`config.mk`:
```
export PLATFORM = sky130hd
export DESIGN_NAME = sha1_message_digest_unit
export DESIGN_NICKNAME = d
export VERILOG_FILES = /design/src/smd_pkg.sv /design/src/smd_ctrl.sv /design/src/smd_datapath.sv /design/src/sha1_message_digest_unit.sv
export SDC_FILE = /design/constraint.sdc
export NUM_CORES = 2
export LEC_CHECK = 0
export BUFFER_PORTS_ARGS = -buffer_cell sky130_fd_sc_hd__buf_2
export CORE_MARGIN = 2
export CORE_UTILIZATION = 60
export DETAILED_ROUTE_END_ITERATION = 7
export GPL_TIMING_DRIVEN = 1
export PLACE_DENSITY = 0.73
export SETUP_SLACK_MARGIN = 0.2
export SYNTH_ARGS = -nofsm -noshare
export SYNTH_HDL_FRONTEND = slang
export SYNTH_SLANG_ARGS = --single-unit
```
`constraint.sdc`:
```
create_clock -name clk_i -period 15.3 [get_ports clk_i]
set_input_delay 3.06 -clock clk_i [delete_from_list [all_inputs] [get_ports clk_i]]
set_output_delay 3.06 -clock clk_i [all_outputs]
set_load 0.05 [all_outputs]
```
`src/smd_pkg.sv`:
```
package smd_pkg;

  localparam int unsigned NumChainWords = 5;
  localparam int unsigned NumBlockWords = 16;
  localparam int unsigned NumRounds     = 80;
  localparam int unsigned RoundsPerGrp  = 20;
  localparam int unsigned LenBytePos    = 56;

  localparam logic [7:0] PadMarker = 8'h80;

  localparam logic [31:0] RoundK [4] = '{
    32'h5A827999, 32'h6ED9EBA1, 32'h8F1BBCDC, 32'hCA62C1D6
  };

  localparam logic [31:0] ChainInit [NumChainWords] = '{
    32'h67452301, 32'hEFCDAB89, 32'h98BADCFE, 32'h10325476, 32'hC3D2E1F0
  };

  typedef enum logic [1:0] {
    GRP_CHOOSE = 2'd0,
    GRP_PARITY = 2'd1,
    GRP_MAJOR  = 2'd2,
    GRP_PARLATE = 2'd3
  } round_grp_e;

  typedef enum logic [1:0] {
    PAD_MARK = 2'd0,
    PAD_ZERO = 2'd1,
    PAD_LEN  = 2'd2
  } pad_sel_e;

  typedef struct packed {
    logic [7:0] data_byte;
    logic       has_byte;
    logic       end_of_message;
  } smd_in_t;

  typedef struct packed {
    logic [31:0] digest_word;
    logic [2:0]  word_index;
    logic        last_word;
  } smd_out_t;

  typedef struct packed {
    logic       shift_msg;
    logic       shift_pad;
    pad_sel_e   pad_sel;
    logic       load_work;
    logic       round_en;
    round_grp_e grp;
    logic       add_chain;
    logic       init_chain;
    logic [2:0] word_sel;
  } smd_cmd_t;

  typedef struct packed {
    logic [5:0] pos;
  } smd_stat_t;

  function automatic logic [31:0] rotl(input logic [31:0] x, input int unsigned n);
    rotl = (x << n) | (x >> (32 - n));
  endfunction

endpackage

```
`src/smd_ctrl.sv`:
```
module smd_ctrl import smd_pkg::*; (
  input  logic      clk_i,
  input  logic      rst_ni,
  input  logic      in_valid_i,
  input  logic      has_byte_i,
  input  logic      end_of_message_i,
  output logic      in_ready_o,
  output logic      out_valid_o,
  input  logic      out_ready_i,
  input  smd_stat_t stat_i,
  output smd_cmd_t  cmd_o
);

  typedef enum logic [2:0] {
    ST_IDLE,
    ST_PAD_MARK,
    ST_PAD_FILL,
    ST_PAD_TAIL,
    ST_ROUNDS,
    ST_ADD,
    ST_OUT
  } state_e;

  typedef enum logic [1:0] {
    RES_IDLE,
    RES_PAD_MARK,
    RES_PAD_TAIL,
    RES_OUT
  } resume_e;

  state_e     state_q, state_d;
  resume_e    resume_q, resume_d;
  logic [6:0] rnd_q, rnd_d;
  logic [2:0] word_q, word_d;

  logic pos_last;
  logic pos_tail;

  assign pos_last = (stat_i.pos == 6'd63);
  assign pos_tail = (stat_i.pos[5:3] == 3'(LenBytePos / 8));

  assign in_ready_o  = (state_q == ST_IDLE);
  assign out_valid_o = (state_q == ST_OUT);

  // Decode commands and next state
  always_comb begin
    state_d  = state_q;
    resume_d = resume_q;
    rnd_d    = rnd_q;
    word_d   = word_q;
    cmd_o    = '0;
    cmd_o.pad_sel  = PAD_ZERO;
    cmd_o.grp      = GRP_CHOOSE;
    cmd_o.word_sel = word_q;
    unique case (state_q)
      ST_IDLE: begin
        if (in_valid_i) begin
          cmd_o.shift_msg = has_byte_i;
          if (has_byte_i && pos_last) begin
            cmd_o.load_work = 1'b1;
            rnd_d    = '0;
            state_d  = ST_ROUNDS;
            resume_d = end_of_message_i ? RES_PAD_MARK : RES_IDLE;
          end else if (end_of_message_i) begin
            state_d = ST_PAD_MARK;
          end
        end
      end
      ST_PAD_MARK: begin
        cmd_o.shift_pad = 1'b1;
        cmd_o.pad_sel   = PAD_MARK;
        if (pos_last) begin
          cmd_o.load_work = 1'b1;
          rnd_d    = '0;
          state_d  = ST_ROUNDS;
          resume_d = RES_PAD_TAIL;
        end else if (pos_tail) begin
          state_d = ST_PAD_FILL;
        end else begin
          state_d = ST_PAD_TAIL;
        end
      end
      ST_PAD_FILL: begin
        // zero out the block whose tail has no room for the length
        cmd_o.shift_pad = 1'b1;
        cmd_o.pad_sel   = PAD_ZERO;
        if (pos_last) begin
          cmd_o.load_work = 1'b1;
          rnd_d    = '0;
          state_d  = ST_ROUNDS;
          resume_d = RES_PAD_TAIL;
        end
      end
      ST_PAD_TAIL: begin
        cmd_o.shift_pad = 1'b1;
        cmd_o.pad_sel   = pos_tail ? PAD_LEN : PAD_ZERO;
        if (pos_last) begin
          cmd_o.load_work = 1'b1;
          rnd_d    = '0;
          state_d  = ST_ROUNDS;
          resume_d = RES_OUT;
        end
      end
      ST_ROUNDS: begin
        cmd_o.round_en = 1'b1;
        if (rnd_q < 7'(RoundsPerGrp)) begin
          cmd_o.grp = GRP_CHOOSE;
        end else if (rnd_q < 7'(2 * RoundsPerGrp)) begin
          cmd_o.grp = GRP_PARITY;
        end else if (rnd_q < 7'(3 * RoundsPerGrp)) begin
          cmd_o.grp = GRP_MAJOR;
        end else begin
          cmd_o.grp = GRP_PARLATE;
        end
        rnd_d = rnd_q + 7'd1;
        if (rnd_q == 7'(NumRounds - 1)) begin
          state_d = ST_ADD;
        end
      end
      ST_ADD: begin
        cmd_o.add_chain = 1'b1;
        case (resume_q)
          RES_IDLE:     state_d = ST_IDLE;
          RES_PAD_MARK: state_d = ST_PAD_MARK;
          RES_PAD_TAIL: state_d = ST_PAD_TAIL;
          default: begin
            word_d  = '0;
            state_d = ST_OUT;
          end
        endcase
      end
      ST_OUT: begin
        if (out_ready_i) begin
          if (word_q == 3'(NumChainWords - 1)) begin
            cmd_o.init_chain = 1'b1;
            word_d  = '0;
            state_d = ST_IDLE;
          end else begin
            word_d = word_q + 3'd1;
          end
        end
      end
      default: state_d = ST_IDLE;
    endcase
  end

  // Hold state and counters
  always_ff @(posedge clk_i or negedge rst_ni) begin
    if (!rst_ni) begin
      state_q  <= ST_IDLE;
      resume_q <= RES_IDLE;
      rnd_q    <= '0;
      word_q   <= '0;
    end else begin
      state_q  <= state_d;
      resume_q <= resume_d;
      rnd_q    <= rnd_d;
      word_q   <= word_d;
    end
  end

endmodule

```
`src/smd_datapath.sv`:
```
module smd_datapath import smd_pkg::*; (
  input  logic       clk_i,
  input  logic       rst_ni,
  input  logic [7:0] data_byte_i,
  input  smd_cmd_t   cmd_i,
  output smd_stat_t  stat_o,
  output smd_out_t   out_data_o
);

  logic [31:0] chain_q [NumChainWords];
  logic [31:0] w_q [NumBlockWords];
  logic [31:0] a_q, b_q, c_q, d_q, e_q;
  logic [63:0] bit_count_q;
  logic [5:0]  pos_q;

  logic [7:0]  pad_byte;
  logic [7:0]  in_byte;
  logic [5:0]  len_sh;
  logic [63:0] len_word;
  logic [31:0] f_val;
  logic [31:0] k_val;
  logic [31:0] t_val;
  logic [31:0] w_new;
  logic [31:0] sel_word;

  assign stat_o.pos = pos_q;

  // Pick the byte to shift into the block
  assign len_sh   = {3'd7 - pos_q[2:0], 3'b000};
  assign len_word = bit_count_q >> len_sh;

  always_comb begin
    case (cmd_i.pad_sel)
      PAD_MARK: pad_byte = PadMarker;
      PAD_LEN:  pad_byte = len_word[7:0];
      default:  pad_byte = 8'h00;
    endcase
  end

  assign in_byte = cmd_i.shift_msg ? data_byte_i : pad_byte;

  // Round function for the current group
  always_comb begin
    case (cmd_i.grp)
      GRP_CHOOSE: f_val = (b_q & c_q) | (~b_q & d_q);
      GRP_MAJOR:  f_val = (b_q & c_q) | (b_q & d_q) | (c_q & d_q);
      default:    f_val = b_q ^ c_q ^ d_q;
    endcase
  end

  assign k_val = RoundK[cmd_i.grp];
  assign t_val = rotl(a_q, 5) + f_val + e_q + w_q[0] + k_val;
  assign w_new = rotl(w_q[13] ^ w_q[8] ^ w_q[2] ^ w_q[0], 1);

  // Shift bytes in, or advance the schedule one word per round
  always_ff @(posedge clk_i) begin
    if (cmd_i.shift_msg || cmd_i.shift_pad) begin
      for (int i = 0; i < NumBlockWords - 1; i++) begin
        w_q[i] <= {w_q[i][23:0], w_q[i+1][31:24]};
      end
      w_q[NumBlockWords-1] <= {w_q[NumBlockWords-1][23:0], in_byte};
    end else if (cmd_i.round_en) begin
      for (int i = 0; i < NumBlockWords - 1; i++) begin
        w_q[i] <= w_q[i+1];
      end
      w_q[NumBlockWords-1] <= w_new;
    end
  end

  // Load or advance the working variables
  always_ff @(posedge clk_i) begin
    if (cmd_i.load_work) begin
      a_q <= chain_q[0];
      b_q <= chain_q[1];
      c_q <= chain_q[2];
      d_q <= chain_q[3];
      e_q <= chain_q[4];
    end else if (cmd_i.round_en) begin
      a_q <= t_val;
      b_q <= a_q;
      c_q <= rotl(b_q, 30);
      d_q <= c_q;
      e_q <= d_q;
    end
  end

  // Hold chaining value, bit count and block position
  always_ff @(posedge clk_i or negedge rst_ni) begin
    if (!rst_ni) begin
      for (int i = 0; i < NumChainWords; i++) begin
        chain_q[i] <= ChainInit[i];
      end
      bit_count_q <= '0;
      pos_q       <= '0;
    end else begin
      if (cmd_i.init_chain) begin
        for (int i = 0; i < NumChainWords; i++) begin
          chain_q[i] <= ChainInit[i];
        end
        bit_count_q <= '0;
      end else if (cmd_i.add_chain) begin
        chain_q[0] <= chain_q[0] + a_q;
        chain_q[1] <= chain_q[1] + b_q;
        chain_q[2] <= chain_q[2] + c_q;
        chain_q[3] <= chain_q[3] + d_q;
        chain_q[4] <= chain_q[4] + e_q;
      end else if (cmd_i.shift_msg) begin
        bit_count_q <= bit_count_q + 64'd8;
      end
      if (cmd_i.shift_msg || cmd_i.shift_pad) begin
        pos_q <= pos_q + 6'd1;
      end
    end
  end

  // Select the digest word to present
  always_comb begin
    case (cmd_i.word_sel)
      3'd0:    sel_word = chain_q[0];
      3'd1:    sel_word = chain_q[1];
      3'd2:    sel_word = chain_q[2];
      3'd3:    sel_word = chain_q[3];
      default: sel_word = chain_q[4];
    endcase
  end

  assign out_data_o.digest_word = sel_word;
  assign out_data_o.word_index  = cmd_i.word_sel;
  assign out_data_o.last_word   = (cmd_i.word_sel == 3'(NumChainWords - 1));

endmodule

```
`src/sha1_message_digest_unit.sv`:
```
// SHA-1 digest, one message byte per request.
// A request that fills the 64-byte block starts 80 rounds on one
// shared round unit, then the chaining add.
// At message end, padding shifts one byte per cycle to block end, then rounds and add;
// a second padded block is shifted and compressed the same way; then five words out.
// Reset (async, active low) loads the initial chaining value and clears the count.
module sha1_message_digest_unit import smd_pkg::*; (
  input  logic     clk_i,
  input  logic     rst_ni,
  input  logic     in_valid_i,
  output logic     in_ready_o,
  input  smd_in_t  in_data_i,
  output logic     out_valid_o,
  input  logic     out_ready_i,
  output smd_out_t out_data_o
);

  smd_cmd_t  cmd;
  smd_stat_t stat;

  smd_ctrl u_ctrl (
    .clk_i            (clk_i),
    .rst_ni           (rst_ni),
    .in_valid_i       (in_valid_i),
    .has_byte_i       (in_data_i.has_byte),
    .end_of_message_i (in_data_i.end_of_message),
    .in_ready_o       (in_ready_o),
    .out_valid_o      (out_valid_o),
    .out_ready_i      (out_ready_i),
    .stat_i           (stat),
    .cmd_o            (cmd)
  );

  smd_datapath u_datapath (
    .clk_i       (clk_i),
    .rst_ni      (rst_ni),
    .data_byte_i (in_data_i.data_byte),
    .cmd_i       (cmd),
    .stat_o      (stat),
    .out_data_o  (out_data_o)
  );

endmodule

```
# [Word level (Yosys, flattened, before mapping)]
# Memory sizes are Yosys's and may differ from the RTL's.
# Index checks and enable logic that the tools add are counted.
[classes] addsub=14 n_mul=0 div_mod_pow=0 order_cmp=4 n_eq_ne=29 n_shift=1 muxes=84 bitwise=33 reduce_logical=22
[op_table] op="32-bit two-way mux" n=28
[op_table] op="160-bit two-way mux" n=2
[op_table] op="32-bit adder" n=9
[op_table] op="64-bit two-way mux" n=3
[op_table] op="32-bit XOR" n=5
[op_table] op="32-bit bitwise AND" n=4
[op_table] op="32-bit case mux with 4 select lines" n=1
[op_table] op="32-bit OR" n=3
[op_table] op="64-bit by 4-bit adder with 64-bit output, second input constant" n=1
[op_table] op="32-bit binary-select mux with 2-bit select" n=1
[op_table] op="32-bit case mux with 2 select lines" n=1
[op_table] op="64-bit by 6-bit right shift with 8-bit output" n=1
[op_table] op="3-bit two-way mux" n=12
[op_table] op="32-bit inverter" n=1
[op_table] op="32-bit by 1-bit OR with 32-bit output" n=1
[op_table] op="32-bit by 30-bit OR with 32-bit output" n=1
[op_table] op="32-bit by 5-bit OR with 32-bit output" n=1
[op_table] op="7-bit two-way mux" n=3
[op_table] op="7-bit case mux with 3 select lines" n=1
[op_table] op="3-bit case mux with 3 select lines" n=2
[op_table] op="3-bit case mux with 6 select lines" n=1
[op_table] op="1-bit two-way mux" n=17
[op_table] op="2-bit by 1-bit != test with 1-bit output, second input constant" n=8
[op_table] op="1-bit OR" n=16
[op_table] op="36 further kinds" n=64
[word_totals] reg_bits=405 latchBits=0 ramBits=512 mem_bits_ro=0 inputBits=14 output_inout_bits=38 word_cells=204 memories=1
[mem_list] memory="u_datapath.w_q" words=16 word_bits=32 read_ports=16 rd_clocked_by_memory_dff=0 wr=16 line_no="smd_datapath.sv:11" source="logic [31:0] w_q [NumBlockWords];"

# [Longest topological paths before layout]
[depth] word_depth=13 mapped_depth=32 mapped_depth_nobuf=29

# [Modules after synthesis]
# A second synthesis with hierarchy kept.
[hier_totals] cells_unflattened=4814 area_unflattened_um2=54071.9
[modules_own_cells] module="smd_datapath" n_inst=1 cells_per_inst=4686 area_each_um2=52962.0 seq_area_each_um2=25959.9
[modules_own_cells] module="smd_ctrl" n_inst=1 cells_per_inst=128 area_each_um2=1109.8 seq_area_each_um2=375.4

# [Worst setup path after synthesis]
# Ideal clock, no wire load.
[synth_timing] path_kind="input port to flip-flop" startpoint="input port in_valid_i" endpoint="memory u_datapath.w_q[0][0] (enable)" setup_time_ns=3.632 arrival_time_ns=12.631 required_time_ns=11.668 slack_ns=-0.963 stages=7 path_buffers=4 cell_sequence="and3_1 > buf_4 > nor2_1 > clkbuf_1 > clkbuf_1 > clkbuf_1 > nand2_1"
[synth_lines] element="from (decl)" line_no="sha1_message_digest_unit.sv:10" source="input logic in_valid_i,"
[synth_lines] element="to (decl)" line_no="smd_datapath.sv:11"

# [Worst setup path after layout]
[layout_timing] startpoint="register u_ctrl.state_q[2]" endpoint="register u_datapath.a_q[29], data pin"
[layout_via] elab_chain_len=10 word_cells_on_any_way=21 classes_between="4 x add/sub; 5 x eq/ne; 8 x mux; 1 x bitwise; 3 x reduce/logical"
[layout_lines] element="from (decl)" line_no="smd_ctrl.sv:31" source="state_e state_q, state_d;"
[layout_lines] element="from (signal assigned)" line_no="smd_ctrl.sv:155" source="state_q <= state_d;"
[layout_lines] element="3-bit == test" line_no="smd_ctrl.sv:55" source="unique case (state_q)"
[layout_lines] element="3-bit two-way mux" line_no="smd_ctrl.sv:55"
[layout_lines] element="2-bit == test / 2-bit zero test (equally long branches)" line_no="smd_datapath.sv:44" source="case (cmd_i.grp)"
[layout_lines] element="32-bit case mux with 2 select lines" line_no="smd_datapath.sv:44"
[layout_lines] element="32-bit adder (4 in series)" line_no="smd_datapath.sv:52" source="assign t_val = rotl(a_q, 5) + f_val + e_q + w_q[0] + k_val;"
[layout_lines] element="32-bit two-way mux" line_no="smd_datapath.sv:78" source="end else if (cmd_i.round_en) begin"
[layout_lines] element="32-bit two-way mux *" line_no="smd_datapath.sv:72" source="if (cmd_i.load_work) begin"
[layout_lines] element="to (signal assigned)" line_no="smd_datapath.sv:73" source="a_q <= chain_q[0];"
[layout_lines] element="to (signal assigned)" line_no="smd_datapath.sv:79" source="a_q <= t_val;"
[layout_lines] element="to (decl)" line_no="smd_datapath.sv:12" source="logic [31:0] a_q, b_q, c_q, d_q, e_q;"
# Every way passes the cells marked *; elsewhere a longest branch is shown, timed or not. The select of a mux whose other input is x is not followed.
# A chain may end at the register's enable or synchronous reset.

==> metrics.cfg <==
[outcome]
status = finished clean

[placed_design]
gp_congestion = 1.000
dp_hpwl_um = 98170
place_area_um2 = 54330
port_buffers = 51

[sta]
slew_violations = 0
tns_ns = 0
worst_slew_pin_slew_ns = 1.232
slew_headroom_pct = 17.34
finalCritPeriodShare_pct = 66.37
max_freq_ghz = 0.09847
min_period_ns = 10.16
rsz0062_at_grt = false
setup_viol = 0
finalHoldViolCount = 0
fin_worst_skew_ns = 0.02539

[synth]
synth_top_area_share_pct = 37.99
yosys.area.top_type = edfxtp_1
async_flop_share_pct = 26.48
yosys_warnings = 0
syn_nets = 6002
ys_ff_latch = 914
synthCells = 5657
synthFlopType = edfxtp_1
synthTopCellsByArea = edfxtp_1 38%, nand2_1 13%, dfrtp_1 7.6%, ha_1 4.9%, fa_1 4.7%
syn_area_um2 = 53120
synth_edf_count = 672
avgSynthCellArea_um2 = 9.390
ys_seq_area_share_pct = 49.58
ys_types = 84

[final_layout]
layout_common_cells = 1,872 x nand2_1, 672 x edfxtp_1, 381 x o21ai_0, 309 x inv_1, 249 x nor2_1
fin_area_um2 = 57840
drive_above_1_share_pct = 6.746
multiInputGateArea_um2 = 24780
nFillCells = 7125
post-route-util_pct = 65.66
area_delta_synth_final_pct = 8.897
register_area_um2 = 26340
nets = 5950
final_common_cell = nand2_1

[worst_setup_path]
required_ns = 15.70
cp-start-kind = flip-flop
rr_endpoint = u_datapath.a_q[29]
cp_slowest_cell = and2_4
worst-path-buf-inv = 6
path_max_fanout = 94
reg2regPathDepth = 29
worstReg2RegStart = u_ctrl.state_q[2]
worst-r2r-setup-slack_ns = 5.14
path_common_cell = fa_1
cp_top_family = compound AO/OA/AOI/OAI gates
crit_type = flip-flop to flip-flop
arrival_ns = 10.56
end_kind = flip-flop
slowest_delay_ns = 0.84

[floorplan]
die_area_um2 = 90930
dieWidth_um = 301.5
io_pins = 52
num_rows = 109
core_um2 = 88100
initial_core_util_pct = 60.29
dieHeight_um = 301.5

[min_path]
min_from = u_datapath.stat_o[5]
whs_path_depth = 1
min_to = u_datapath.stat_o[5]
hold_class = flip-flop to flip-flop

[global_route]
grt_max_degree = 131
antenna_found_initial = 1
globalRouteOverflowTotal = 0
grtUsageTotal_pct = 31.44
grt_pass1_vias = 38782
grt_pass1_wl_um = 220800

[detailed_routing]
drt_iter0_markers = 4328
wl_per_cell_um = 20.67
drt_pass1_iterations = 5
vias_per_cell = 5.922
vias = 40616
ant_nets = 0
drc_errors = 0
drt-total-wl_um = 141700

[clock_tree]
clockRootBuffer = clkbuf_16
cts-hold-fix-buffers = 0
numCtsBuffers = 99
cts_tree = built
cts_setup_buffers = 0
clk_pin_slew_ns = 0.06
cts_max_level = 3
cts_resized = 0
cts.sinks = 914
clockBufferDepth = 3
insertion_delay_ns = 0.69

[run]
max_cap_violations = 0

-- state kept, by name (all words and copies together) (netlist names) --
name / cells
u_datapath.w_q: 512
u_datapath.a_q: 32
u_datapath.chain_q: 160
u_datapath.e_q: 32
u_datapath.b_q: 32
u_datapath.d_q: 32
u_datapath.stat_o: 6
u_ctrl.word_q: 3
u_datapath.bit_count_q: 61
u_ctrl.rnd_q: 7
u_datapath.c_q: 32
u_ctrl.state_q: 3
u_ctrl.resume_q: 2
-- how the worst max path moves through the flow --
stage                 startpoint                    to  cells past startpoint
6_report       u_ctrl.state_q[2]    u_datapath.a_q[29]                     29
5_1_grt        u_ctrl.state_q[2]    u_datapath.a_q[29]                     29
4_1_cts        u_ctrl.state_q[2]    u_datapath.a_q[29]                     29
3_5_place_dp   u_ctrl.state_q[2]    u_datapath.a_q[29]                     29
3_3_place_gp   u_ctrl.state_q[2]    u_datapath.a_q[29]                     29
2_1_floorplan         in_valid_i  u_datapath.w_q[0][0]                      7
-- per-layer routing --
metal | vias to the layer above | GRT usage (%) | wire length [µm]
li1 | 19146 | - | -
met3 | 261 | 5.612 | 12200
met1 | 19607 | 44.76 | 59820
met4 | 0 | 12.09 | 5322
met5 | - | 0 | 0
met2 | 1602 | 48.30 | 64400
-- area by class of cell --
class / instances / area share (%)
Timing Repair Buffer: 95 / 1.030
Inverter: 311 / 2.018
Clock inverter: 54 / 1.257
Sequential cell: 914 / 45.53
Multi-Input combinational cell: 4184 / 42.83
Tap cell: 1165 / 2.520
Antenna cell: 2 / 0.008652
Clock buffer: 134 / 4.808
-- Yosys cell counts (11+ instances only) --
| master | count |
|---|---|
| a21o_1 | 95 |
| fa_1 | 125 |
| mux2i_1 | 21 |
| o21bai_1 | 27 |
| nand3_1 | 93 |
| nor2_1 | 251 |
| xor2_1 | 128 |
| dfrtp_1 | 162 |
| ha_1 | 206 |
| nand2b_1 | 22 |
| clkbuf_1 | 235 |
| or3_1 | 16 |
| inv_1 | 309 |
| a31oi_1 | 53 |
| o221ai_1 | 25 |
| o21a_1 | 22 |
| nand4_1 | 28 |
| a22oi_1 | 67 |
| nand2_1 | 1878 |
| nor3_1 | 47 |
| mux4_2 | 13 |
| o21ai_1 | 15 |
| nor2b_1 | 30 |
| a21oi_1 | 245 |
| o22ai_1 | 11 |
| dfstp_2 | 80 |
| edfxtp_1 | 672 |
| xnor2_1 | 192 |
| o21ai_0 | 382 |
| a211oi_1 | 16 |
| and3_1 | 32 |
-- cell families after synthesis --
logic type	synth area share (%)
XOR/XNOR	5.276
AO/OA/AOI/OAI	11.93
AND/OR/NAND/NOR	18.71
buffers and inverters	3.969
multiplexers	0.9681
flip-flops	49.58
adder cells (fa/ha/maj)	9.563
-- through the flow --
stage | setup slack [ns] | instances | hold WS (ns)
3_3_place_gp | 5.508 | 6669 | 0.4485
6_report | 5.145 | 6859 | 0.4842
5_1_grt | 4.458 | 6857 | 0.4976
4_1_cts | 5.292 | 6857 | 0.4828
3_5_place_dp | 5.318 | 6669 | 0.4707
2_1_floorplan | 4.276 | 5657 | 0.4337
Power is not shown: default switching activity piles up to over one toggle a cycle in this logic, so the estimate is an artifact.
